### src/plt_pkg.sv
// ---------------------------------------------------------------------------
// plt_pkg: shared definitions for the property line tokenizer
// Tag codes, stream field widths and the character constants the parser uses.
// ---------------------------------------------------------------------------
package plt_pkg;

    // Tag codes carried in the result kind field
    localparam int unsigned KIND_W = 3;
    typedef logic [KIND_W-1:0] t_kind;

    localparam t_kind KIND_NONE  = 3'd0;
    localparam t_kind KIND_KEY   = 3'd1;
    localparam t_kind KIND_VALUE = 3'd2;
    localparam t_kind KIND_PAIR  = 3'd3;
    localparam t_kind KIND_ERROR = 3'd4;

    // Input op codes
    localparam logic OP_BYTE = 1'b0;
    localparam logic OP_EOS  = 1'b1;

    // Characters with meaning to the parser
    localparam logic [7:0] CH_EQUAL = 8'h3D;  // '='
    localparam logic [7:0] CH_HASH  = 8'h23;  // '#'
    localparam logic [7:0] CH_DOT   = 8'h2E;  // '.'
    localparam logic [7:0] CH_CR    = 8'h0D;
    localparam logic [7:0] CH_LF    = 8'h0A;

    // Output tuser layout: kind, key_start, subkey from bit 0 up
    localparam int unsigned OUT_USER_W = KIND_W + 2;

    typedef struct packed {
        logic  subkey;
        logic  key_start;
        t_kind kind;
    } t_out_user;

endpackage

### src/property_line_tokenizer_top.sv
// ---------------------------------------------------------------------------
// property_line_tokenizer_top: byte tagger for key=value properties text
// Two-register pipeline: input beat register, tag/parse logic, result register.
// ---------------------------------------------------------------------------
// Takes one text byte per beat and tags it as a key byte, a value byte, the
// line end that closes a pair, structural (line ends, '=', comment text) or
// error. Lines end in LF or CR LF; lines starting with '#' are comments. A
// line that starts with '.' directly after a pair line is a subkey line and
// its bytes are flagged subkey. Stray CR, a '.' line not following a pair
// line, an empty subkey and a line break inside a key put the parser in an
// error state that tags every following byte as error until an end-of-stream
// beat (tuser bit 0 set). That beat always yields one result (pair end if a
// value was pending, error if in error, else none) and returns all parser
// state to its reset values. Throughput is one byte per clock while the
// downstream side takes results: the parser state is a 4-bit register
// updated by a single level of next-state logic as a beat moves from the
// input register into the result register, once the result slot frees.
// Both registers advance independently, so a new byte is taken while a
// finished result still waits for the downstream side.
// ---------------------------------------------------------------------------
module property_line_tokenizer_top
    import plt_pkg::*;
(
    input  logic                  i_clk,
    input  logic                  i_rst_n,

    input  logic                  i_s_axis_tvalid,
    output logic                  o_s_axis_tready,
    input  logic [7:0]            i_s_axis_tdata,   // [7:0] in_byte
    input  logic                  i_s_axis_tuser,   // [0] op (1 = end of stream)

    output logic                  o_m_axis_tvalid,
    input  logic                  i_m_axis_tready,
    output logic [7:0]            o_m_axis_tdata,   // [7:0] out_byte
    output logic [OUT_USER_W-1:0] o_m_axis_tuser    // [2:0] kind, [3] key_start, [4] subkey
);

    typedef enum logic [3:0] {
        S_START   = 4'd0,
        S_KEY     = 4'd1,
        S_SUBKEY  = 4'd2,
        S_EQUAL   = 4'd3,
        S_VALUE   = 4'd4,
        S_COMMENT = 4'd5,
        S_CR      = 4'd6,
        S_LB      = 4'd7,
        S_ERROR   = 4'd8
    } t_state;

    // Input beat register
    logic       r_in_valid;
    logic       r_in_op;
    logic [7:0] r_in_byte;

    // Parser state
    t_state r_state, n_state;
    logic   r_after_pair, n_after_pair;
    logic   r_subkey_mode, n_subkey_mode;

    // Result register
    logic      r_out_valid;
    logic [7:0] r_out_byte;
    t_out_user r_out_user;

    t_kind     n_kind;
    logic      n_key_start;
    logic [7:0] n_byte;
    t_out_user n_user;

    logic advance;
    logic is_crlf;

    // A beat moves to the result register whenever the result slot is free
    // or is being drained this cycle.
    assign advance         = r_in_valid && (!r_out_valid || i_m_axis_tready);
    assign o_s_axis_tready = !r_in_valid || advance;

    assign is_crlf = (r_in_byte == CH_CR) || (r_in_byte == CH_LF);

    // Next-state and tag logic for the beat in the input register
    always_comb begin
        n_state       = r_state;
        n_after_pair  = r_after_pair;
        n_subkey_mode = r_subkey_mode;
        n_kind        = KIND_NONE;
        n_key_start   = 1'b0;
        n_byte        = r_in_byte;

        if (r_in_op == OP_EOS) begin
            // flush: report pending value or held error, then reset
            if (r_state == S_VALUE) begin
                n_kind = KIND_PAIR;
            end else if (r_state > S_LB) begin
                n_kind = KIND_ERROR;
            end
            n_byte        = 8'd0;
            n_state       = S_START;
            n_after_pair  = 1'b0;
            n_subkey_mode = 1'b0;
        end else begin
            unique case (r_state)
                S_START: begin
                    if (r_in_byte == CH_LF) begin
                        n_state = S_LB;
                    end else if (r_in_byte == CH_CR) begin
                        n_state = S_CR;
                    end else if (r_in_byte == CH_HASH) begin
                        n_state = S_COMMENT;
                    end else begin
                        // '=' or '.' leading the first line counts as key text
                        n_state     = S_KEY;
                        n_kind      = KIND_KEY;
                        n_key_start = 1'b1;
                    end
                end
                S_KEY: begin
                    if (r_in_byte == CH_EQUAL) begin
                        n_state = S_EQUAL;
                    end else if (is_crlf) begin
                        n_state = S_ERROR;
                        n_kind  = KIND_ERROR;
                    end else begin
                        n_kind = KIND_KEY;
                    end
                end
                S_SUBKEY: begin
                    // empty subkey is an error
                    if (is_crlf || r_in_byte == CH_EQUAL || r_in_byte == CH_DOT) begin
                        n_state = S_ERROR;
                        n_kind  = KIND_ERROR;
                    end else begin
                        n_state = S_KEY;
                        n_kind  = KIND_KEY;
                    end
                end
                S_EQUAL, S_VALUE: begin
                    if (is_crlf) begin
                        n_after_pair = 1'b1;
                        n_state      = (r_in_byte == CH_CR) ? S_CR : S_LB;
                        n_kind       = KIND_PAIR;
                    end else begin
                        n_state = S_VALUE;
                        n_kind  = KIND_VALUE;
                    end
                end
                S_COMMENT: begin
                    if (r_in_byte == CH_LF) begin
                        n_state = S_LB;
                    end else if (r_in_byte == CH_CR) begin
                        n_state = S_CR;
                    end
                end
                S_CR: begin
                    if (r_in_byte == CH_LF) begin
                        n_state = S_LB;
                    end else begin
                        // stray CR
                        n_state = S_ERROR;
                        n_kind  = KIND_ERROR;
                    end
                end
                S_LB: begin
                    if (r_in_byte == CH_LF) begin
                        n_after_pair = 1'b0;
                    end else if (r_in_byte == CH_CR) begin
                        n_after_pair = 1'b0;
                        n_state      = S_CR;
                    end else if (r_in_byte == CH_DOT) begin
                        if (r_after_pair) begin
                            n_subkey_mode = 1'b1;
                            n_state       = S_SUBKEY;
                            n_kind        = KIND_KEY;
                            n_key_start   = 1'b1;
                        end else begin
                            // dot line not following a pair line
                            n_state = S_ERROR;
                            n_kind  = KIND_ERROR;
                        end
                    end else if (r_in_byte == CH_HASH) begin
                        n_after_pair = 1'b0;
                        n_state      = S_COMMENT;
                    end else begin
                        n_after_pair  = 1'b0;
                        n_subkey_mode = 1'b0;
                        n_state       = S_KEY;
                        n_kind        = KIND_KEY;
                        n_key_start   = 1'b1;
                    end
                end
                default: begin
                    // error hold, and any unused encoding
                    n_state = S_ERROR;
                    n_kind  = KIND_ERROR;
                end
            endcase
        end

        n_user.kind      = n_kind;
        n_user.key_start = n_key_start;
        // subkey flag only on key, value and pair-end tags; end of stream
        // reports the mode that was in force before the flush
        n_user.subkey    = ((n_kind == KIND_KEY) || (n_kind == KIND_VALUE) ||
                            (n_kind == KIND_PAIR)) ?
                           ((r_in_op == OP_EOS) ? r_subkey_mode : n_subkey_mode) : 1'b0;
    end

    always_ff @(posedge i_clk) begin
        if (!i_rst_n) begin
            r_in_valid    <= 1'b0;
            r_out_valid   <= 1'b0;
            r_state       <= S_START;
            r_after_pair  <= 1'b0;
            r_subkey_mode <= 1'b0;
        end else begin
            if (o_s_axis_tready) begin
                r_in_valid <= i_s_axis_tvalid;
            end
            if (advance) begin
                r_out_valid   <= 1'b1;
                r_state       <= n_state;
                r_after_pair  <= n_after_pair;
                r_subkey_mode <= n_subkey_mode;
            end else if (i_m_axis_tready) begin
                r_out_valid <= 1'b0;
            end
        end
    end

    // Payload registers
    always_ff @(posedge i_clk) begin
        if (o_s_axis_tready && i_s_axis_tvalid) begin
            r_in_op   <= i_s_axis_tuser;
            r_in_byte <= i_s_axis_tdata;
        end
        if (advance) begin
            r_out_byte <= n_byte;
            r_out_user <= n_user;
        end
    end

    assign o_m_axis_tvalid = r_out_valid;
    assign o_m_axis_tdata  = r_out_byte;
    assign o_m_axis_tuser  = r_out_user;

    // -----------------------------------------------------------------------
    // Assertions
    // -----------------------------------------------------------------------

    // end of stream always leaves the parser in its reset state
    a_eos_resets: assert property (@(posedge i_clk) disable iff (!i_rst_n)
        (advance && r_in_op == OP_EOS) |=>
            (r_state == S_START && !r_after_pair && !r_subkey_mode))
        else $error("parser state not cleared by end of stream");

    // error holds for every text byte
    a_error_holds: assert property (@(posedge i_clk) disable iff (!i_rst_n)
        (advance && r_in_op == OP_BYTE && r_state == S_ERROR) |=>
            (r_state == S_ERROR && r_out_user.kind == KIND_ERROR))
        else $error("error state left without end of stream");

    // key start only on key tags
    a_kstart_key: assert property (@(posedge i_clk) disable iff (!i_rst_n)
        (r_out_valid && r_out_user.key_start) |-> (r_out_user.kind == KIND_KEY))
        else $error("key_start on a non-key tag");

    // subkey flag never on structural or error tags
    a_subkey_tag: assert property (@(posedge i_clk) disable iff (!i_rst_n)
        (r_out_valid && r_out_user.subkey) |->
            (r_out_user.kind == KIND_KEY || r_out_user.kind == KIND_VALUE ||
             r_out_user.kind == KIND_PAIR))
        else $error("subkey flag on structural or error tag");

    // parser state only moves when a beat advances
    a_state_stable: assert property (@(posedge i_clk) disable iff (!i_rst_n)
        !advance |=> $stable(r_state))
        else $error("parser state changed without a beat");

endmodule

### config.mk
export PLATFORM = sky130hd
export DESIGN_NAME = property_line_tokenizer_top
export DESIGN_NICKNAME = d
export VERILOG_FILES = /design/src/plt_pkg.sv /design/src/property_line_tokenizer_top.sv
export SDC_FILE = /design/constraint.sdc
export NUM_CORES = 1
export LEC_CHECK = 0
export ABC_CLOCK_PERIOD_IN_PS = 4300
export BUFFER_PORTS_ARGS = -buffer_cell sky130_fd_sc_hd__buf_4
export CORE_MARGIN = 1.5
export CORE_UTILIZATION = 60
export DETAILED_ROUTE_END_ITERATION = 12
export PLACE_DENSITY = 0.84
export SETUP_SLACK_MARGIN = 0.02
export SLEW_MARGIN = 15
export SYNTH_ARGS = -nofsm -noshare
export SYNTH_HDL_FRONTEND = slang
export SYNTH_SLANG_ARGS = --single-unit
### constraint.sdc
create_clock -name i_clk -period 4.3 [get_ports i_clk]
set_input_delay 0 -clock i_clk [delete_from_list [all_inputs] [get_ports i_clk]]
set_output_delay 0 -clock i_clk [all_outputs]
set_load 0.005 [all_outputs]
**Yosys cells after proc, flatten, opt, wreduce, memory -nomap -nowiden**

Index checks and enable logic that the tools add are counted.

- Logic and storage cells: 106
- Input bits: 13
- Bits in registers: 30
- Output and inout port bits: 15

- Magnitude comparators: 1
- Muxes and demuxes: 57
- Reductions and logical operators: 17
- Equal/unequal tests: 20

Operator list:

| kind | number |
|---|---|
| $mux W4 | 11 |
| $mux W3 | 14 |
| $pmux W4 S7 | 1 |
| $mux W1 | 27 |
| $eq A8 B6 Y1 const B | 3 |
| $pmux W3 S7 | 1 |
| $eq A4 B3 Y1 const B | 4 |
| $eq A8 B4 Y1 const B | 2 |
| $eq A4 B2 Y1 const B | 2 |
| $ne A4 B4 Y1 const B | 2 |
| $reduce_and A4 Y1 | 2 |
| $logic_or A1 B1 Y1 | 7 |
| $eq A3 B2 Y1 const B | 2 |
| $ne A3 B3 Y1 const B | 2 |
| $ne A5 B5 Y1 const B | 1 |
| $eq A4 B1 Y1 const B | 1 |
| $gt A4 B3 Y1 const B | 1 |
| $logic_not A4 Y1 | 1 |
| $pmux W1 S2 | 2 |
| $eq A3 B1 Y1 const B | 1 |
| $reduce_bool A3 Y1 | 1 |
| $logic_and A1 B1 Y1 | 2 |
| $logic_not A1 Y1 | 2 |
| $mux W2 | 1 |
| other kinds (2) | 2 |

**Logic depth before layout (Yosys ltp)**

Gate-level depths: netlist of run 1.

- Depth after elaboration: 10
- Depth in mapped cells: 6

**Worst setup path after synthesis of run 1**

No wires, ideal clock.

- Kind: register to register
- From: reg r_in_byte[0]
- To: reg r_out_user, in the netlist o_m_axis_tuser[4], data pin
- Arrival time: 1.625 ns
- Path slack: 2.404 ns
- Clock period less this slack: 1.896 ns
- Library setup time: 0.270 ns
- Data required time: 4.030 ns
- Buffers on the path: 1
- Stages on the path, launching flop included: 7
- Cell sequence: edfxtp_1 > buf_4 > and4bb_4 > nor4b_2 > o211ai_1 > a221oi_1 > a2bb2oi_1

- Cells in the longest elaborated chain, start to end: 10

Ends and longest elaborated chain:

| item | RTL line | RTL |
|---|---|---|
| start: declaration | property_line_tokenizer_top.sv:53 | `logic [7:0] r_in_byte;` |
| start signal: assignment | property_line_tokenizer_top.sv:233 | `r_in_byte <= i_s_axis_tdata;` |
| $eq A8 B6 Y1, or another cell as far along | property_line_tokenizer_top.sv:107, property_line_tokenizer_top.sv:179 |  |
| $mux W1 or $logic_or A1 B1 Y1 (tied branches) | property_line_tokenizer_top.sv:107, property_line_tokenizer_top.sv:179, property_line_tokenizer_top.sv:78 |  |
| $mux W3 or $logic_or A1 B1 Y1 (tied branches) | property_line_tokenizer_top.sv:168, property_line_tokenizer_top.sv:128 |  |
| $mux W3 or $logic_or A1 B1 Y1 (tied branches) | property_line_tokenizer_top.sv:165, property_line_tokenizer_top.sv:128 |  |
| $mux W3 (on tied branches) | property_line_tokenizer_top.sv:163, property_line_tokenizer_top.sv:128 |  |
| $pmux W3 S7 | property_line_tokenizer_top.sv:101 | `unique case (r_state)` |
| $mux W3 | property_line_tokenizer_top.sv:89 | `if (r_in_op == OP_EOS) begin` |
| $eq A3 B1 Y1 or $eq A3 B2 Y1 (tied branches) | property_line_tokenizer_top.sv:202 | `n_user.subkey = ((n_kind == KIND_KEY) \|\| (n_kind == KIND_VALUE) \|\|` |
| $logic_or A1 B1 Y1 (2 in series) | property_line_tokenizer_top.sv:202 |  |
| end signal: assignment | property_line_tokenizer_top.sv:237 | `r_out_user <= n_user;` |
| end: declaration | property_line_tokenizer_top.sv:63 | `t_out_user r_out_user;` |

Parallel ways exist; a longest one is shown, timed or not.
A chain may end at the register's enable or synchronous reset.

**Final worst setup path of run 1**

- From: reg r_state[3]
- To: reg r_out_user, in the netlist o_m_axis_tuser[4], data pin

- Cells in the longest elaborated chain, start to end: 7

Ends and longest elaborated chain:

| item | RTL line | RTL |
|---|---|---|
| start: declaration | property_line_tokenizer_top.sv:56 | `t_state r_state, n_state;` |
| start signal: assignment | property_line_tokenizer_top.sv:220 | `r_state <= n_state;` |
| $gt A4 B3 Y1, or another cell as far along | property_line_tokenizer_top.sv:93 | `end else if (r_state > S_LB) begin` |
| $mux W3 or $reduce_or A2 Y1 (tied branches) | property_line_tokenizer_top.sv:93, property_line_tokenizer_top.sv:101 |  |
| $mux W3 or $pmux W3 S7 (tied branches) | property_line_tokenizer_top.sv:91, property_line_tokenizer_top.sv:101 |  |
| $mux W3 | property_line_tokenizer_top.sv:89 |  |
| $eq A3 B1 Y1 or $eq A3 B2 Y1 (tied branches) | property_line_tokenizer_top.sv:202 |  |
| $logic_or A1 B1 Y1 (2 in series) | property_line_tokenizer_top.sv:202 |  |

Parallel ways exist; a longest one is shown, timed or not.

==> metrics, run 1 <==
cell total after placement 220; global route total overflow 0; Synth Instances 173; crit path kind reg2reg; Routed WL per cell 17.4 um; Yosys top cell area share 35.9%; Power Dens Cells roughly 270 nW/um2; MaxCap Viol Count 0; commonest non-fill, non-tap cell in the layout buf_4; Final setup viols 0; Syn Nets 186; CTS buffer count 5; number of H-tree levels 2; Crit. End Element flip-flop; vias per inst between 6 and 7; DRT Wirelength 4170 um; drt drc 0; Power Total 591 uW; CTS tree built; Rel. slew slack roughly three fifths; Die Span Y 58.4 um; first-pass GRT wire length 6650 um; post-route ant nets 0; clk sink count 30; DRT iter0 DRCs 90; DR pass1 iterations 4; antenna violations before repair 0; Tmin final between 2 and 2.5 ns; Startpoint Class flip-flop; Post-synth EDFFs 22; worst clock skew 0.00837 ns; Buffers on Ports 27; commonest cells after routing, fill and taps aside 27 x buf_4, 22 x edfxtp_1, 12 x dlygate4sd3_1, 10 x nor2_1, 10 x nand2_1; Synth Cell Area 1840 um2; Clock transition at path regs 0.10 ns; die width 58.4 um; Initial Util 65.0%; post-synth cell types 66; FF/Latch Area 821 um2; worst skew pair latency approximately 0.34 ns; CTS max path bufs 2; gr usage total 26.5%; min-delay worst type in2reg; Die ar. about 3400 um2; Area contributors post-synth edfxtp_1 36%, dfxtp_1 8.7%, nor2b_1 3.1%; cell taking the most area after synthesis edfxtp_1; Critical Path AT 2.30 ns; Slew @ Worst Pin 0.618 ns; RSZ-0062 raised after global routing no; pin count of the biggest net entering global routing 19; final hold violations 0; leak pwr around 0.0008 uW; Final Slew Violations 0; gpl congestion ~1; Synth Warn # 0; Fillers 191; core area 2830 um2; pre-CTS setup slack 2.15 ns; share of layout cells above drive strength 1 25.8%; syn avg cell area approximately 11 um2; Rows 19; synthesized flop and latch total 30; Final TNS setup 0 ns; Fmax achieved about 450 MHz; status complete, no violations; I/O pin count 28; Finished Layout Cells 240; Vias 1579; setup ws final 2.07 ns; vias in the first global route 1418; Layout area overhead 18.3%; fin nets around 220; Inserted Diodes 0; clock root buffer clkbuf_4; DP Wirelength around 2900 um; Post-CTS Setup Bufs 0; ys async rst share 0%; final critical-path share of the clock period 51.9%; WP data required 4.37 ns; worst hold margin 0.368 ns; commonest register cell after synthesis edfxtp_1; area occupied by multi-input gates 918 um2; worst vdd ir roughly 0.17 mV; sequential fraction of the synthesis area 44.6%; Crit Path Max Fanout 17
## power by group
group,switching (uW),internal (uW),total (uW)
Clock,96.5,62.7,159
Sequential,19.7,326,346
Combinational,38.8,46.8,85.7
Total,155,436,591
## Yosys cell counts (all sizes together) (3+ instances only)
master,n
a211oi,4
o211ai,5
a31oi,3
inv,7
buf,8
edfxtp,22
or3b,3
nor2b,9
and2,4
nor2,11
nand2,10
nand4,3
o21ai,6
a2111oi,3
or2,3
nor4b,3
dfxtp,8
nor3b,3
a21oi,5
o22ai,3
nor3,9
## worst paths after layout
check	from	endpoint	slack, ns	cells past startpoint
min reg2reg	r_in_valid$_SDFFE_PN0N_	o_m_axis_tvalid$_SDFFE_PN0P_	0.54	2
min	i_s_axis_tdata[1]	r_in_byte[1]$_DFFE_PP_	0.37	2
max	r_state[3]$_SDFFE_PN0P_	o_m_axis_tuser[4]$_SDFFCE_PN0P_	2.07	5
max reg2reg	r_state[3]$_SDFFE_PN0P_	o_m_axis_tuser[4]$_SDFFCE_PN0P_	2.07	5
## metrics by stage
step / cell area (um2) / utilization, %
after CTS: 2180 / 76.9
after global routing: 2180 / 76.9
after global placement: 2010 / 70.9
final: 2180 / 76.9
after detailed placement: 2010 / 70.9
after floorplan: 1840 / -
## kinds of logic after synthesis
kind of cell    count (synthesis)  synth area share (%)
compound gates                 47                  19.3
xor+xnor                        2                 0.953
buf+inv                        18                  5.44
flops                          30                  44.6
simple gates                   76                  29.7
## area by class of cell
type / count / share of cell area (%)
multi-input combinational: 125 / 42.2
clock buffer: 7 / 2.07
timing repair buffer: 39 / 14.8
inverter: 7 / 1.21
sequential: 30 / 37.7
clock inverter: 1 / 0.173
tap: 31 / 1.78
## flip-flops by register name (all words and copies together), names as in the netlist
register	flops
o_m_axis_tdata	8
o_m_axis_tuser	5
o_m_axis_tvalid	1
r_after_pair	1
r_in_byte	8
r_in_op	1
r_in_valid	1
r_state	4
r_subkey_mode	1
## what timing repair did
action                    4_1_cts  5_1_grt
hold endpoints to repair       14        0
hold buffers                   12        0
gates resized for setup         0        0
## worst max-delay path, stage by stage, from the launching register on
cell	delay, ns
dfxtp_1	0.71
and4b_2	0.34
o2bb2ai_1	0.23
o211ai_1	0.13
a221oi_1	0.43
a2bb2oi_1	0.12
## routing by layer
metal	share of wire, %	wire length [um]	up-vias	GRT usage, %
li1	-	-	739	-
met1	41	1700	754	34.2
met2	49	2050	78	43.0
met3	8.4	351	8	7.03
met4	1.6	68	0	9.63
met5	0	0	-	0
Note: power is estimated with default switching activity, not from simulation.
==> inputs of run 2 (changes only) <==
--- a/config.mk
+++ b/config.mk
@@ -5,12 +5,13 @@
 export SDC_FILE = /design/constraint.sdc
 export NUM_CORES = 1
 export LEC_CHECK = 0
-export ABC_CLOCK_PERIOD_IN_PS = 4300
+export ABC_AREA = 1
+export ABC_CLOCK_PERIOD_IN_PS = 1980
 export BUFFER_PORTS_ARGS = -buffer_cell sky130_fd_sc_hd__buf_4
 export CORE_MARGIN = 1.5
-export CORE_UTILIZATION = 60
+export CORE_UTILIZATION = 50
 export DETAILED_ROUTE_END_ITERATION = 12
-export PLACE_DENSITY = 0.84
+export PLACE_DENSITY = 0.75
 export SETUP_SLACK_MARGIN = 0.02
 export SLEW_MARGIN = 15
 export SYNTH_ARGS = -nofsm -noshare
==> constraint.sdc (replaced) <==
create_clock -name i_clk -period 1.98 [get_ports i_clk]
set_input_delay 0 -clock i_clk [delete_from_list [all_inputs] [get_ports i_clk]]
set_output_delay 0 -clock i_clk [all_outputs]
set_load 0.005 [all_outputs]
==> metrics, run 2 <==
Die ar. between 3000 and 4000 um2; synthesized flop and latch total 30; I/O pin count 28; drt drc 0; share of layout cells above drive strength 1 25.4%; Rows 20; Post-synth EDFFs 22; core area approximately 3100 um2; DP Wirelength 2480 um; status complete, no violations; Critical Path AT 1.72 ns; clock root buffer clkbuf_4; RSZ-0062 raised after global routing no; MaxCap Viol Count 0; Buffers on Ports 27; CTS tree built; Initial Util 53.8%; CTS max path bufs 2; DRT Wirelength 3310 um; clk sink count 30; Synth Cell Area 1670 um2; Die Span Y a little over 60 um; Vias 1438; DR pass1 iterations 4; CTS buffer count 5; commonest non-fill, non-tap cell in the layout nand2_1; Yosys top cell area share 39.6%; syn avg cell area 8.10 um2; Clock transition at path regs approximately 0.09 ns; Power Total 1340 uW; Final setup viols 0; CTS resizes 0; cell taking the most area after synthesis edfxtp_1; global route total overflow 0; crit path kind reg2reg; Tmin final 1.65 ns; number of H-tree levels 2; sequential fraction of the synthesis area 49.2%; vias per inst 4.86; worst clock skew roughly 0.012 ns; post-synth cell types 23; WP data required 2.05 ns; Slew @ Worst Pin 0.573 ns; setup ws final 0.333 ns; die width 60.8 um; ys async rst share 0%; pre-CTS setup slack 0.364 ns; Crit Path Max Fanout 7; Post-synth top cells 49 x nand2_1, 35 x nor2_1, 22 x edfxtp_1; final hold violations 0; Power Dens Cells 633 nW/um2; fin nets between 200 and 300; post-route ant nets 0; final critical-path share of the clock period 83.2%; Crit. End Element flip-flop; Inserted Diodes 0; antenna violations before repair 0; Routed WL per cell ~11 um; commonest register cell after synthesis edfxtp_1; count leader, synth nand2_1; leak pwr 0.000977 uW; Final Slew Violations 0; Area contributors post-synth edfxtp_1 40%, nand2_1 11%, dfxtp_1 9.6%; Fmax achieved 607 MHz; commonest cells after routing, fill and taps aside 49 x nand2_1, 35 x nor2_1, 28 x buf_4, 22 x edfxtp_1, 21 x inv_1; Rel. slew slack around three fifths; Layout area overhead 27.1%; Syn Nets 219; Startpoint Class flip-flop; Synth Instances 206; gr usage total 21.2%; Synth Warn # 0; worst vdd ir roughly 0.40 mV; vias in the first global route 1338; first-pass GRT wire length 5600 um; pin count of the biggest net entering global routing 17; gpl congestion 0.899; min-delay worst type in2reg; worst skew pair latency 0.33 ns; Final TNS setup 0 ns; DRT iter0 DRCs 69
-- run 2: path summary, 6_finish.rpt --
kind / from / endpoint / slack [ns] / depth (start not counted)
worst max-delay path: r_state[0]$_SDFFE_PN0P_ / o_m_axis_tuser[4]$_SDFFCE_PN0P_ / 0.33 / 7
worst min-delay path: i_s_axis_tdata[1] / r_in_byte[1]$_DFFE_PP_ / 0.38 / 2
worst max register to register: r_state[0]$_SDFFE_PN0P_ / o_m_axis_tuser[4]$_SDFFCE_PN0P_ / 0.33 / 7
worst min register to register: o_m_axis_tvalid$_SDFFE_PN0P_ / o_m_axis_tvalid$_SDFFE_PN0P_ / 0.52 / 2
-- run 2: final cells by class --
class / instances / area [um2]
fill: 268 / 981
sequential: 30 / 821
multi-input combinational: 144 / 728
timing repair buffer: 40 / 330
inverter: 31 / 116
tap: 44 / 55.1
clock buffer: 5 / 37.5
clock inverter: 2 / 33.8
-- run 2: power breakdown --
part           leakage, uW  internal (uW)  switching, uW
Clock            0.0000387            255            200
Combinational     0.000662           76.3           84.8
Sequential        0.000276            708           19.5
Total             0.000977           1040            304
-- run 2: stage by stage --
step                util [%]  area (um2)  cells  hold slack [ns]
finish                  68.4        2120    296            0.381
global route            68.4        2120    296            0.358
CTS                     68.4        2120    296            0.369
detailed placement      62.2        1930    277            0.180
global placement        62.2        1930    277            0.178
floorplan                  -        1670    206           0.0989
-- run 2: cells by family after synthesis --
| group | count (synthesis) | share of synthesized area (%) |
|---|---|---|
| AO/OA/AOI/OAI | 21 | 7.87 |
| buffers and inverters | 32 | 7.20 |
| flip-flops | 30 | 49.2 |
| AND/OR/NAND/NOR | 123 | 35.8 |
-- run 2: per-layer routing --
metal / up-vias / wire length, um / global-route usage, % / part of all wire (%)
li1: 754 / - / - / -
met1: 633 / 1580 / 27.4 / 48
met2: 46 / 1510 / 31.6 / 45
met3: 5 / 175 / 7.25 / 5.3
met4: 0 / 53 / 10.9 / 1.6
met5: - / 0 / 0 / 0
-- run 2: timing repair --
action                                 CTS  global route
endpoints found under the hold margin   17             0
hold buffers                            12             0
setup buffers                            0             0
-- run 2: critical path: stages (launching register included) --
cell and delay (ns):
dfxtp_1 0.47, nand2_2 0.10, nor2_4 0.20, nand3_1 0.11, o21ai_0 0.18, nor2_1 0.07
a21oi_1 0.19, a21oi_1 0.06
